File: config.mk
export PLATFORM = sky130hd
export DESIGN_NAME = heading_speed_slew_integrator
export DESIGN_NICKNAME = d
export VERILOG_FILES = /design/src/design/hssi_pkg.sv /design/src/design/hssi_mul.sv /design/src/design/hssi_cordic.sv /design/src/design/heading_speed_slew_integrator.sv
export SDC_FILE = /design/constraint.sdc
export NUM_CORES = 2
export LEC_CHECK = 0
export BUFFER_PORTS_ARGS = -buffer_cell sky130_fd_sc_hd__buf_2
export CELL_PAD_IN_SITES_DETAIL_PLACEMENT = 2
export CELL_PAD_IN_SITES_GLOBAL_PLACEMENT = 2
export CORE_MARGIN = 4
export CORE_UTILIZATION = 40
export CTS_CLUSTER_SIZE = 12
export DETAILED_ROUTE_END_ITERATION = 10
export PLACE_DENSITY = 0.84
export SLEW_MARGIN = 15
export SYNTH_ARGS = -nofsm -noshare
export SYNTH_HDL_FRONTEND = slang
export SYNTH_SLANG_ARGS = --single-unit
export TNS_END_PERCENT = 20
File: constraint.sdc
create_clock -name clk_i -period 14.4 [get_ports clk_i]
set_input_delay 1.44 -clock clk_i [delete_from_list [all_inputs] [get_ports clk_i]]
set_output_delay 1.44 -clock clk_i [all_outputs]
set_load 0.005 [all_outputs]
File: src/design/hssi_pkg.sv
`timescale 1ns / 1ps

package hssi_pkg;

  localparam logic [14:0] FullTurn    = 15'd23040;
  localparam logic [14:0] HalfTurn    = 15'd11520;
  localparam logic [14:0] QuarterTurn = 15'd5760;

  // radians per 1/64 degree, Q32
  localparam logic [20:0] RadPerUnit = 21'd1171271;

  localparam int unsigned CordicSteps = 16;
  localparam int unsigned IterW       = $clog2(CordicSteps);
  localparam int unsigned AngleW      = 20;

  localparam logic signed [AngleW-1:0] CordicGain = 20'sd39797;
  localparam logic signed [AngleW-1:0] OneQ16     = 20'sd65536;

  localparam int unsigned InDataW  = 48;
  localparam int unsigned OutDataW = 136;

  typedef enum logic [2:0] {
    CFG_TURN_RATE     = 3'd0,
    CFG_ACCEL_RATE    = 3'd1,
    CFG_START_X       = 3'd2,
    CFG_START_Y       = 3'd3,
    CFG_START_HEADING = 3'd4,
    CFG_START_SPEED   = 3'd5
  } cfg_idx_e;

  typedef struct packed {
    logic                     start;
    logic signed [AngleW-1:0] angle;
  } cordic_req_t;

  typedef struct packed {
    logic        done;
    logic [16:0] sin_mag;
    logic [16:0] cos_mag;
  } cordic_rsp_t;

  function automatic logic signed [AngleW-1:0] atan_q16(input logic [IterW-1:0] idx);
    logic signed [AngleW-1:0] v;
    case (idx)
      4'd0:    v = 20'sd51472;
      4'd1:    v = 20'sd30386;
      4'd2:    v = 20'sd16055;
      4'd3:    v = 20'sd8150;
      4'd4:    v = 20'sd4091;
      4'd5:    v = 20'sd2047;
      4'd6:    v = 20'sd1024;
      4'd7:    v = 20'sd512;
      4'd8:    v = 20'sd256;
      4'd9:    v = 20'sd128;
      4'd10:   v = 20'sd64;
      4'd11:   v = 20'sd32;
      4'd12:   v = 20'sd16;
      4'd13:   v = 20'sd8;
      4'd14:   v = 20'sd4;
      default: v = 20'sd2;
    endcase
    return v;
  endfunction

  function automatic logic [16:0] clamp_q16(input logic signed [AngleW-1:0] v);
    logic [16:0] r;
    if (v[AngleW-1]) begin
      r = '0;
    end else if (v > OneQ16) begin
      r = 17'h10000;
    end else begin
      r = v[16:0];
    end
    return r;
  endfunction

endpackage

File: src/design/hssi_mul.sv
`timescale 1ns / 1ps

module hssi_mul (
  input  logic        clk_i,
  input  logic [20:0] a_i,
  input  logic [16:0] b_i,
  output logic [37:0] p_o
);

  logic [37:0] p_q;

  always_ff @(posedge clk_i) begin
    p_q <= 38'(a_i) * 38'(b_i);
  end

  assign p_o = p_q;

endmodule

File: src/design/hssi_cordic.sv
`timescale 1ns / 1ps

module hssi_cordic (
  input  logic                  clk_i,
  input  logic                  rst_ni,
  input  hssi_pkg::cordic_req_t req_i,
  output hssi_pkg::cordic_rsp_t rsp_o
);

  logic signed [hssi_pkg::AngleW-1:0] x_q, x_d, y_q, y_d, z_q, z_d, dx, dy;
  logic [hssi_pkg::IterW-1:0]         it_q, it_d;
  logic                               busy_q, busy_d, done_q, done_d;

  always_comb begin
    dx     = y_q >>> it_q;
    dy     = x_q >>> it_q;
    x_d    = x_q;
    y_d    = y_q;
    z_d    = z_q;
    it_d   = it_q;
    busy_d = busy_q;
    done_d = 1'b0;
    if (req_i.start) begin
      x_d    = hssi_pkg::CordicGain;
      y_d    = '0;
      z_d    = req_i.angle;
      it_d   = '0;
      busy_d = 1'b1;
    end else if (busy_q) begin
      if (!z_q[hssi_pkg::AngleW-1]) begin
        x_d = x_q - dx;
        y_d = y_q + dy;
        z_d = z_q - hssi_pkg::atan_q16(it_q);
      end else begin
        x_d = x_q + dx;
        y_d = y_q - dy;
        z_d = z_q + hssi_pkg::atan_q16(it_q);
      end
      it_d = it_q + 1'b1;
      if (it_q == hssi_pkg::IterW'(hssi_pkg::CordicSteps - 1)) begin
        busy_d = 1'b0;
        done_d = 1'b1;
      end
    end
  end

  always_ff @(posedge clk_i or negedge rst_ni) begin
    if (!rst_ni) begin
      busy_q <= 1'b0;
      done_q <= 1'b0;
      it_q   <= '0;
    end else begin
      busy_q <= busy_d;
      done_q <= done_d;
      it_q   <= it_d;
    end
  end

  always_ff @(posedge clk_i) begin
    x_q <= x_d;
    y_q <= y_d;
    z_q <= z_d;
  end

  assign rsp_o.done    = done_q;
  assign rsp_o.sin_mag = hssi_pkg::clamp_q16(y_q);
  assign rsp_o.cos_mag = hssi_pkg::clamp_q16(x_q);

endmodule

File: src/design/heading_speed_slew_integrator.sv
`timescale 1ns / 1ps

// Heading and speed slew integrator. Each input transfer carries a time step and the
// commanded heading and speed; the block turns the heading toward the target the short
// way round, slews the speed, forms the velocity from a 16-iteration CORDIC and adds it
// to the wrapping 16.16 position. A new item is taken only after the result of the last one
// has gone into the output register, and that handover waits while the output side stalls;
// the work runs through the 16 CORDIC iterations and the single shared 21x17 multiplier,
// used seven times per item. The output register holds a result while the next item is
// worked on. Configuration writes are taken only while no item is being worked on; writing
// a start register also loads the matching position, heading or speed at once.
module heading_speed_slew_integrator (
  input  logic                          clk_i,
  input  logic                          rst_ni,
  input  logic                          s_axis_tvalid,
  output logic                          s_axis_tready,
  // step_time[9:0], target_heading[24:10], target_speed[40:25]
  input  logic [hssi_pkg::InDataW-1:0]  s_axis_tdata,
  output logic                          m_axis_tvalid,
  input  logic                          m_axis_tready,
  // pos_x[31:0], pos_y[63:32], cur_heading[78:64], cur_speed[94:79],
  // vel_x[111:95], vel_y[128:112]
  output logic [hssi_pkg::OutDataW-1:0] m_axis_tdata,
  input  logic                          cfg_valid_i,
  output logic                          cfg_ready_o,
  input  logic [2:0]                    cfg_index_i,
  input  logic [31:0]                   cfg_data_i
);

  typedef enum logic [3:0] {
    S_IDLE, S_TURN, S_ACCEL, S_SPEED, S_ANGLE, S_CORDIC,
    S_VX, S_VY, S_PX, S_PY, S_POSY, S_DONE
  } state_e;

  state_e state_q;

  logic [15:0] turn_rate_q, accel_rate_q;
  logic [14:0] heading_q, heading_d;
  logic [15:0] speed_q, speed_d;
  logic [31:0] x_q, y_q, pos_d;

  logic [9:0]  dt_q;
  logic [14:0] tgt_h_q, tgt_h_in;
  logic [15:0] tgt_s_q;
  logic [1:0]  quad_q, quad_d;
  logic signed [16:0] vx_q, vy_q, vel_d;

  logic        out_valid_q;
  logic [31:0] out_x_q, out_y_q;
  logic [14:0] out_h_q;
  logic [15:0] out_s_q;
  logic [16:0] out_vx_q, out_vy_q;

  logic [20:0] mul_a;
  logic [16:0] mul_b;
  logic [37:0] mul_p;

  hssi_pkg::cordic_req_t cordic_req;
  hssi_pkg::cordic_rsp_t cordic_rsp;

  logic        in_xfer, cfg_xfer, out_free;
  logic [25:0] step_sum;
  logic [15:0] step;
  logic [15:0] hdiff;
  logic [14:0] hd, hm, hmove;
  logic [15:0] hsum;
  logic [14:0] rem;
  logic [16:0] s_val, c_val, vmag_src;
  logic        s_neg, c_neg, vneg;
  logic [31:0] vprod;
  logic [15:0] vm;
  logic [37:0] angle_sum;
  logic [16:0] vel_abs_src;
  logic signed [16:0] vel_sel;
  logic [23:0] pdist;
  logic [25:0] psum;
  logic [14:0] cfg_heading;

  hssi_mul u_mul (
    .clk_i (clk_i),
    .a_i   (mul_a),
    .b_i   (mul_b),
    .p_o   (mul_p)
  );

  hssi_cordic u_cordic (
    .clk_i  (clk_i),
    .rst_ni (rst_ni),
    .req_i  (cordic_req),
    .rsp_o  (cordic_rsp)
  );

  assign s_axis_tready = (state_q == S_IDLE);
  assign in_xfer       = s_axis_tvalid && s_axis_tready;
  assign cfg_ready_o   = (state_q == S_IDLE);
  assign cfg_xfer      = cfg_valid_i && cfg_ready_o;
  assign out_free      = !out_valid_q || m_axis_tready;

  assign tgt_h_in = (s_axis_tdata[24:10] >= hssi_pkg::FullTurn) ?
                    s_axis_tdata[24:10] - hssi_pkg::FullTurn : s_axis_tdata[24:10];
  assign cfg_heading = (cfg_data_i[14:0] >= hssi_pkg::FullTurn) ?
                       cfg_data_i[14:0] - hssi_pkg::FullTurn : cfg_data_i[14:0];

  // rounded rate * dt step, shared by heading and speed
  assign step_sum = mul_p[25:0] + 26'd512;
  assign step     = step_sum[25:10];

  // heading slew
  always_comb begin
    hdiff = {1'b0, tgt_h_q} - {1'b0, heading_q};
    hd    = hdiff[15] ? hdiff[14:0] + hssi_pkg::FullTurn : hdiff[14:0];
    hm    = hssi_pkg::FullTurn - hd;
    hmove = '0;
    hsum  = {1'b0, heading_q};
    heading_d = heading_q;
    if (hd != '0) begin
      if (hd <= hssi_pkg::HalfTurn) begin
        hmove = (step < {1'b0, hd}) ? step[14:0] : hd;
        hsum  = {1'b0, heading_q} + {1'b0, hmove};
        heading_d = (hsum >= {1'b0, hssi_pkg::FullTurn}) ?
                    hsum[14:0] - hssi_pkg::FullTurn : hsum[14:0];
      end else begin
        hmove = (step < {1'b0, hm}) ? step[14:0] : hm;
        hsum  = {1'b0, heading_q} - {1'b0, hmove};
        heading_d = hsum[15] ? hsum[14:0] + hssi_pkg::FullTurn : hsum[14:0];
      end
    end
  end

  // speed slew
  always_comb begin
    speed_d = speed_q;
    if (speed_q < tgt_s_q) begin
      speed_d = ((tgt_s_q - speed_q) > step) ? speed_q + step : tgt_s_q;
    end else if (speed_q > tgt_s_q) begin
      speed_d = ((speed_q - tgt_s_q) > step) ? speed_q - step : tgt_s_q;
    end
  end

  // quadrant split of the new heading
  always_comb begin
    if (heading_q >= 15'd17280) begin
      quad_d = 2'd3;
      rem    = heading_q - 15'd17280;
    end else if (heading_q >= hssi_pkg::HalfTurn) begin
      quad_d = 2'd2;
      rem    = heading_q - hssi_pkg::HalfTurn;
    end else if (heading_q >= hssi_pkg::QuarterTurn) begin
      quad_d = 2'd1;
      rem    = heading_q - hssi_pkg::QuarterTurn;
    end else begin
      quad_d = 2'd0;
      rem    = heading_q;
    end
  end

  always_comb begin
    case (quad_q)
      2'd0: begin
        s_val = cordic_rsp.sin_mag; s_neg = 1'b0;
        c_val = cordic_rsp.cos_mag; c_neg = 1'b0;
      end
      2'd1: begin
        s_val = cordic_rsp.cos_mag; s_neg = 1'b0;
        c_val = cordic_rsp.sin_mag; c_neg = 1'b1;
      end
      2'd2: begin
        s_val = cordic_rsp.sin_mag; s_neg = 1'b1;
        c_val = cordic_rsp.cos_mag; c_neg = 1'b1;
      end
      default: begin
        s_val = cordic_rsp.cos_mag; s_neg = 1'b1;
        c_val = cordic_rsp.sin_mag; c_neg = 1'b0;
      end
    endcase
  end

  assign angle_sum = mul_p + 38'd32768;
  assign cordic_req.start = (state_q == S_ANGLE);
  assign cordic_req.angle = $signed(angle_sum[35:16]);

  // velocity from speed * |trig|
  assign vneg  = (state_q == S_VY) ? s_neg : !c_neg;
  assign vprod = mul_p[31:0] + 32'd32768;
  assign vm    = vprod[31:16];
  assign vel_d = vneg ? -$signed({1'b0, vm}) : $signed({1'b0, vm});

  // position step from |vel| * dt
  assign vel_sel     = (state_q == S_PY) ? vx_q : vy_q;
  assign psum        = mul_p[25:0] + 26'd2;
  assign pdist       = psum[25:2];
  assign pos_d       = vel_sel[16] ? ((state_q == S_PY) ? x_q : y_q) - 32'(pdist)
                                   : ((state_q == S_PY) ? x_q : y_q) + 32'(pdist);

  assign vel_abs_src = (state_q == S_PX) ? vx_q : vy_q;
  assign vmag_src    = vel_abs_src[16] ? 17'(-$signed(vel_abs_src)) : vel_abs_src;

  always_comb begin
    mul_a = '0;
    mul_b = '0;
    case (state_q)
      S_TURN: begin
        mul_a = 21'(turn_rate_q);
        mul_b = 17'(dt_q);
      end
      S_ACCEL: begin
        mul_a = 21'(accel_rate_q);
        mul_b = 17'(dt_q);
      end
      S_SPEED: begin
        mul_a = hssi_pkg::RadPerUnit;
        mul_b = 17'(rem);
      end
      S_VX: begin
        mul_a = 21'(speed_q);
        mul_b = s_val;
      end
      S_VY: begin
        mul_a = 21'(speed_q);
        mul_b = c_val;
      end
      S_PX, S_PY: begin
        mul_a = 21'(vmag_src[15:0]);
        mul_b = 17'(dt_q);
      end
      default: begin
        mul_a = '0;
        mul_b = '0;
      end
    endcase
  end

  always_ff @(posedge clk_i or negedge rst_ni) begin
    if (!rst_ni) begin
      state_q      <= S_IDLE;
      out_valid_q  <= 1'b0;
      turn_rate_q  <= 16'd192;
      accel_rate_q <= 16'd1280;
      heading_q    <= '0;
      speed_q      <= '0;
      x_q          <= '0;
      y_q          <= '0;
    end else begin
      if (state_q == S_DONE && out_free) begin
        out_valid_q <= 1'b1;
      end else if (m_axis_tready) begin
        out_valid_q <= 1'b0;
      end
      unique case (state_q)
        S_IDLE:   if (in_xfer) state_q <= S_TURN;
        S_TURN:   state_q <= S_ACCEL;
        S_ACCEL: begin
          heading_q <= heading_d;
          state_q   <= S_SPEED;
        end
        S_SPEED: begin
          speed_q <= speed_d;
          state_q <= S_ANGLE;
        end
        S_ANGLE:  state_q <= S_CORDIC;
        S_CORDIC: if (cordic_rsp.done) state_q <= S_VX;
        S_VX:     state_q <= S_VY;
        S_VY:     state_q <= S_PX;
        S_PX:     state_q <= S_PY;
        S_PY: begin
          x_q     <= pos_d;
          state_q <= S_POSY;
        end
        S_POSY: begin
          y_q     <= pos_d;
          state_q <= S_DONE;
        end
        S_DONE: begin
          if (out_free) begin
            state_q <= S_IDLE;
          end
        end
        default:  state_q <= S_IDLE;
      endcase
      if (cfg_xfer) begin
        unique case (hssi_pkg::cfg_idx_e'(cfg_index_i))
          hssi_pkg::CFG_TURN_RATE:     turn_rate_q  <= cfg_data_i[15:0];
          hssi_pkg::CFG_ACCEL_RATE:    accel_rate_q <= cfg_data_i[15:0];
          hssi_pkg::CFG_START_X:       x_q          <= cfg_data_i;
          hssi_pkg::CFG_START_Y:       y_q          <= cfg_data_i;
          hssi_pkg::CFG_START_HEADING: heading_q    <= cfg_heading;
          hssi_pkg::CFG_START_SPEED:   speed_q      <= cfg_data_i[15:0];
          default: ;
        endcase
      end
    end
  end

  always_ff @(posedge clk_i) begin
    if (in_xfer) begin
      dt_q    <= s_axis_tdata[9:0];
      tgt_h_q <= tgt_h_in;
      tgt_s_q <= s_axis_tdata[40:25];
    end
    if (state_q == S_SPEED) begin
      quad_q <= quad_d;
    end
    if (state_q == S_VY) begin
      vx_q <= vel_d;
    end
    if (state_q == S_PX) begin
      vy_q <= vel_d;
    end
    if (state_q == S_DONE && out_free) begin
      out_x_q  <= x_q;
      out_y_q  <= y_q;
      out_h_q  <= heading_q;
      out_s_q  <= speed_q;
      out_vx_q <= vx_q;
      out_vy_q <= vy_q;
    end
  end

  assign m_axis_tvalid = out_valid_q;
  assign m_axis_tdata  = {7'd0, out_vy_q, out_vx_q, out_s_q, out_h_q, out_y_q, out_x_q};

endmodule

==> Yosys cells after proc, flatten, opt, wreduce, memory -nomap -nowiden <==
Memory sizes are Yosys's and may differ from the RTL's.
Cells that the tools add are included.
W data, S select, Z words.
{ "word_totals": {"word_cells": 195, "out_inout_bits": 139, "memories": 2, "register_bits": 440, "input_bits": 88, "mem_bits_ro": 512} }
{ "op_classes": {"n_eq_ne": 22, "multipliers": 1, "n_reduce_logical": 22, "magnitude_cmp": 15, "shifts": 2, "n_addsub": 31, "mux": 72} }
{ "memory_table": {"columns": ["memory", "words", "word_bits", "rd", "rd_ports_with_merged_regs", "wr", "line", "source"], "rows": [
  ["(no name shown)", 16, 16, 1, 0, 0, "hssi_pkg.sv:44", "case (idx)"],
  ["(no name shown)", 16, 16, 1, 0, 0, "hssi_pkg.sv:44", null]
]} }
{ "ops": {"columns": ["op", "n"], "rows": [
  ["$mux W32", 8],
  ["$mux W15", 15],
  ["$mux W20", 11],
  ["$mux W17", 9],
  ["$mux W16", 8],
  ["$pmux W21 S5", 1],
  ["$pmux W17 S4", 1],
  ["$add A20 B20 Y20", 3],
  ["$sub A15 B15 Y15 const B", 4],
  ["$sub A20 B20 Y20", 3],
  ["$gt A16 B16 Y1", 3],
  ["$pmux W4 S12", 1],
  ["$sub A16 B16 Y16", 3],
  ["$ge A15 B15 Y1 const B", 3],
  ["$gt A20 B18 Y1 const B", 2],
  ["$sshr A20 B4 Y20", 2],
  ["$add A36 B16 Y36 const B", 1],
  ["$mul A21 B17 Y36", 1],
  ["$add A32 B16 Y32 const B", 1],
  ["$add A32 B24 Y32", 1],
  ["$lt A16 B15 Y1", 2],
  ["$sub A15 B15 Y16", 2],
  ["$sub A32 B24 Y32", 1],
  ["$add A15 B15 Y15 const B", 2],
  ["other kinds (40)", 77]
]} }

==> Logic depth before layout (Yosys ltp) <==
{ "depth": {"ltp_word": 14, "depth_mapped": 39, "mapped_depth_nobuf": 36} }

==> Hierarchy <==
A second synthesis with hierarchy kept.
{ "hier_totals": {"cells_unflattened": 5297, "area_unflattened_um2": 47705.8} }
{ "modules_own_cells": {"columns": ["module", "seq_area_each_um2", "cells_each", "instances", "area_each_um2"], "rows": [
  ["heading_speed_slew_integrator", 9494.1, 2763, 1, 25973.7],
  ["hssi_mul", 760.7, 1436, 1, 12617.1],
  ["hssi_cordic", 1551.5, 1098, 1, 9115.0]
]} }

==> Worst setup path after synthesis <==
Ideal clock, no wire load.
{ "synth_timing": {"kind": "input port to flip-flop", "from": "input port m_axis_tready", "to": "register out_h_q[0] (enable)", "t_required_ps": 13625, "slack_ps": 3412, "t_arrival_ps": 10213, "cell_stages": 2, "path_buffers": 0, "path_cell_list": "nor2b_1 > nor3_1"} }
{ "synth_between": {"elab_chain_cells": 2} }
{ "synth_rtl": {"columns": ["element", "line", "source"], "rows": [
  ["start, declared", "heading_speed_slew_integrator.sv:20", "input logic m_axis_tready,"],
  ["$logic_or A1 B1 Y1", "heading_speed_slew_integrator.sv:97", "assign out_free = !out_valid_q || m_axis_tready;"],
  ["$logic_and A1 B1 Y1", "heading_speed_slew_integrator.sv:309", "if (state_q == S_DONE && out_free) begin"],
  ["end signal, assigned", "heading_speed_slew_integrator.sv:312", "out_h_q <= heading_q;"],
  ["end, declared", "heading_speed_slew_integrator.sv:50", "logic [14:0] out_h_q;"]
]} }
Every way passes these cells.
A chain may end at the register's enable or synchronous reset.

==> Worst setup path in the final report <==
{ "layout_timing": {"from": "register state_q[3]", "to": "register u_mul.p_q[32], in the netlist u_mul.p_o[32]"} }
{ "layout_between": {"elab_chain_cells": 6, "elab_cells_between_ends": 16, "cone_classes": "add/sub: 1; mul: 1; eq/ne: 7; mux: 4; reduce/logical: 3"} }
{ "layout_rtl": {"columns": ["element", "line", "source"], "rows": [
  ["start, declared", "heading_speed_slew_integrator.sv:35", "state_e state_q;"],
  ["start signal, assigned", "heading_speed_slew_integrator.sv:235", "state_q <= S_IDLE;"],
  ["start signal, assigned", "heading_speed_slew_integrator.sv:250", "S_IDLE: if (in_xfer) state_q <= S_TURN;"],
  ["start signal, assigned", "heading_speed_slew_integrator.sv:251", "S_TURN: state_q <= S_ACCEL;"],
  ["$eq A4 B4 Y1", "heading_speed_slew_integrator.sv:195, heading_speed_slew_integrator.sv:201", null],
  ["$mux W17", "heading_speed_slew_integrator.sv:195", "assign vel_abs_src = (state_q == S_PX) ? vx_q : vy_q;"],
  ["$neg A16 Y16", "heading_speed_slew_integrator.sv:196", "assign vmag_src = vel_abs_src[16] ? 17'(-$signed(vel_abs_src)) : vel_abs_src;"],
  ["$mux W16", "heading_speed_slew_integrator.sv:196", null],
  ["$pmux W21 S5", "heading_speed_slew_integrator.sv:201", "case (state_q)"],
  ["$mul A21 B17 Y36 *", "hssi_mul.sv:13", "p_q <= 38'(a_i) * 38'(b_i);"],
  ["end signal, assigned", "hssi_mul.sv:13", null],
  ["end, declared", "hssi_mul.sv:10", "logic [37:0] p_q;"]
]} }
Mark *: on every way between the ends. The rest lies on a longest branch, timed or not.

==> results.txt <==
Status: finished, final reports clean
Max_slew headroom: 0.230
Ys async rst share: 0.314
Post-Route Skew: 0.0559 ns
Worst path max stage delay: 0.63 ns
Top post-synthesis cells by area: edfxtp_1 15%, ha_1 11%, fa_1 11%, dfrtp_1 7.5%, xnor2_1 4.7%
Synthesized cell area: 44,600 sq um
Reg2Reg Setup Slack: 2.98 ns
# setup viols final: 0
Critical path class: reg2reg
Row Count: 122
Cell mode on critical path: fa_1
Maxcap violations: 0
Post-cts sizing count: 0
Worst Max-Slew Pin Slew: 1.15 ns
Part of the cycle the worst path needs: 0.793
Share of cells above drive strength 1: 0.109
H-tree depth reported by CTS: 2
Fin. Hold Viols: 0
HP Class: reg2reg
Reg-to-reg critical path endpoint: u_mul.p_o[32]$_DFF_P_
Hold path start: vy_q[3]$_DFFE_PP_
CTS tree: done
Avg Synthesized Cell Area: 9.03 sq um
Num CTS Buffers: 57
GRT Residual Overflow: 0
Die ar.: 117,000 sq um
Global-route wire length before repair: 284 mm
Post-synth top area share: 0.152
Post-DR vias/cell: 6.15
CP required: 14.98 ns
Synth Flop Type: edfxtp_1
Setup Buffers After CTS: 0
Clock-pin slew on the worst setup and hold paths: 0.06 ns
Synthesized flop and latch total: 439
Critical path arrival: 12.00 ns
Routability Congestion: 0.880
Synth Instances: 4,945
Antenna violations before repair: 4
Synth Warn #: 0
Initial Util: 0.403
Hold_buf cts: 0
Detail Route Antenna Nets: 0
Post-synth EDFFs: 226
Synth area leader: edfxtp_1
CP startpoint kind: flip-flop
Most frequent cells in the layout: 526 x nand2_1, 448 x inv_1, 397 x ha_1, 380 x nor2_1, 342 x a21oi_1
Commonest non-fill, non-tap cell in the layout: nand2_1
Cells on Worst Hold Path: 0
Detailed Route Iter0 Violations: 2,854
Depth of the worst register-to-register path: 37
Fmax: 87.5 MHz
Sink Count: 439
CP max-delay cell: dfrtp_1
Seq/Total Area, Yosys: 0.263
RSZ-0062 raised after global routing: false
Routed wire length: 189 mm
Boundary pin count: 227
Core area: 111,000 sq um
Clk Latency, worst-skew pair: 0.71 ns
Setup TNS: 0 ns
Vias in the first global route: 45,500
Vias: 40,700
PortBufs: 212
DR WL/cell: 28.5 microns
Drt first pass iters: 6
Worst-case clock buffer depth: 3
CP Max Fanout: 40
CP endpoint kind: flip-flop
Largest net degree at the start of global routing: 79
Area Overhead vs Synth: 10.4%
Minimum clock period: 11.42 ns
Nets: 5,815
Drt drc: 0
Die Ht: 342 microns
CTS root buf: clkbuf_16
Die W: 342 microns
Detailed placer's ending HPWL: 140 mm
Slew Limit Fails: 0
Netlist cell types: 97
Total track usage: 0.315
Hold EP: out_vy_q[3]$_DFFE_PP_
Reg-to-reg critical path startpoint: state_q[3]$_DFFE_PN0P_
[synth_stat cells (all sizes together) (17+ instances only)]
cell type and n:
nand2 527, inv 450, ha 397, nor2 382, a21oi 342, o21ai 257
fa 247, xnor2 240, edfxtp 226, clkbuf 175, xor2 136, dfrtp 134
mux2i 119, nor3 114, nand3 94, mux2 90, a21o 78, dfxtp 75
nor2b 73, nand2b 60, o211ai 53, mux4 49, a31oi 44, o21a 44
buf 41, and2 40, a211oi 38, and3 32, o21bai 29, or3 28
nand4 23, nor4 23, a22oi 22, o31ai 19, or2 19, a221oi 17
[worst max path at each step]
| stage | startpoint | to | slack [ns] | depth (start not counted) |
|---|---|---|---|---|
| 2_1_floorplan | m_axis_tready | out_h_q[0]$_DFFE_PP_ | 3.41 | 2 |
| 3_3_place_gp | state_q[3]$_DFFE_PN0P_ | u_mul.p_o[34]$_DFF_P_ | 3.85 | 38 |
| 3_5_place_dp | state_q[3]$_DFFE_PN0P_ | u_mul.p_o[34]$_DFF_P_ | 3.29 | 38 |
| 4_1_cts | state_q[3]$_DFFE_PN0P_ | u_mul.p_o[34]$_DFF_P_ | 3.17 | 38 |
| 5_1_grt | state_q[3]$_DFFE_PN0P_ | u_mul.p_o[34]$_DFF_P_ | 2.41 | 38 |
| 6_report | state_q[3]$_DFFE_PN0P_ | u_mul.p_o[32]$_DFF_P_ | 2.98 | 37 |
[metrics by stage]
step / cell area, sq um / setup WS [ns] / util / hold WS [ns] / cells
6_report: 49300 / 2.98 / 0.445 / 0.464 / 6623
5_1_grt: 49300 / 2.41 / 0.445 / 0.484 / 6622
4_1_cts: 49300 / 3.17 / 0.445 / 0.466 / 6620
3_5_place_dp: 47300 / 3.29 / 0.428 / 0.443 / 6512
3_3_place_gp: 47300 / 3.85 / 0.428 / 0.435 / 6512
2_1_floorplan: 44700 / 3.41 / - / 0.426 / 4953
[critical path: cells and delay by family, from the launching register on]
family                     cells  cell delay (ns)
AOI/OAI and AO/OA             11             2.65
xor gates and xnor gates       1             0.29
adders and majority gates      8             3.84
buffers and inverters          8             1.36
DFF                            1             0.63
muxes                          1             0.43
and+or+nand+nor                8             2.07
[sequential cells by signal, indices dropped and copies added (netlist names), 16 cells and up]
name	count
speed_q	16
out_y_q	32
out_x_q	32
y_q	32
vy_q	17
vx_q	17
accel_rate_q	16
x_q	32
u_cordic.z_q	20
out_vy_q	17
u_mul.p_o	35
out_vx_q	17
u_cordic.x_q	20
turn_rate_q	16
out_s_q	16
tgt_s_q	16
u_cordic.y_q	20
[metal layers]
metal | vias to the layer above | wire (microns) | global-route usage
li1 | 17600 | - | -
met1 | 21100 | 75200 | 0.383
met2 | 1526 | 92200 | 0.547
met3 | 538 | 12300 | 0.0564
met4 | 0 | 9210 | 0.136
met5 | - | 0 | 0
[final cells by class]
cell class / count / area [sq um]
clock buffer: 76 / 1560
sequential: 439 / 11800
antenna: 3 / 7.51
tap: 1488 / 1860
clock inverter: 32 / 377
timing repair buffer: 287 / 1630
inverter: 453 / 1700
fill: 12000 / 61400
multi-input combinational: 3845 / 30400
[cell families after synthesis]
group | Yosys count | synth area share
adders and majority gates | 644 | 0.222
muxes | 258 | 0.0760
DFF | 439 | 0.263
and+or+nand+nor | 1464 | 0.152
xor gates and xnor gates | 376 | 0.0740
buffers and inverters | 669 | 0.0587
other | 1 | 0.0000840
AOI/OAI and AO/OA | 1094 | 0.154
Power is left out: the tool's default activity adds up to more than one toggle a clock period on the data nets, which glitch-free logic cannot reach.
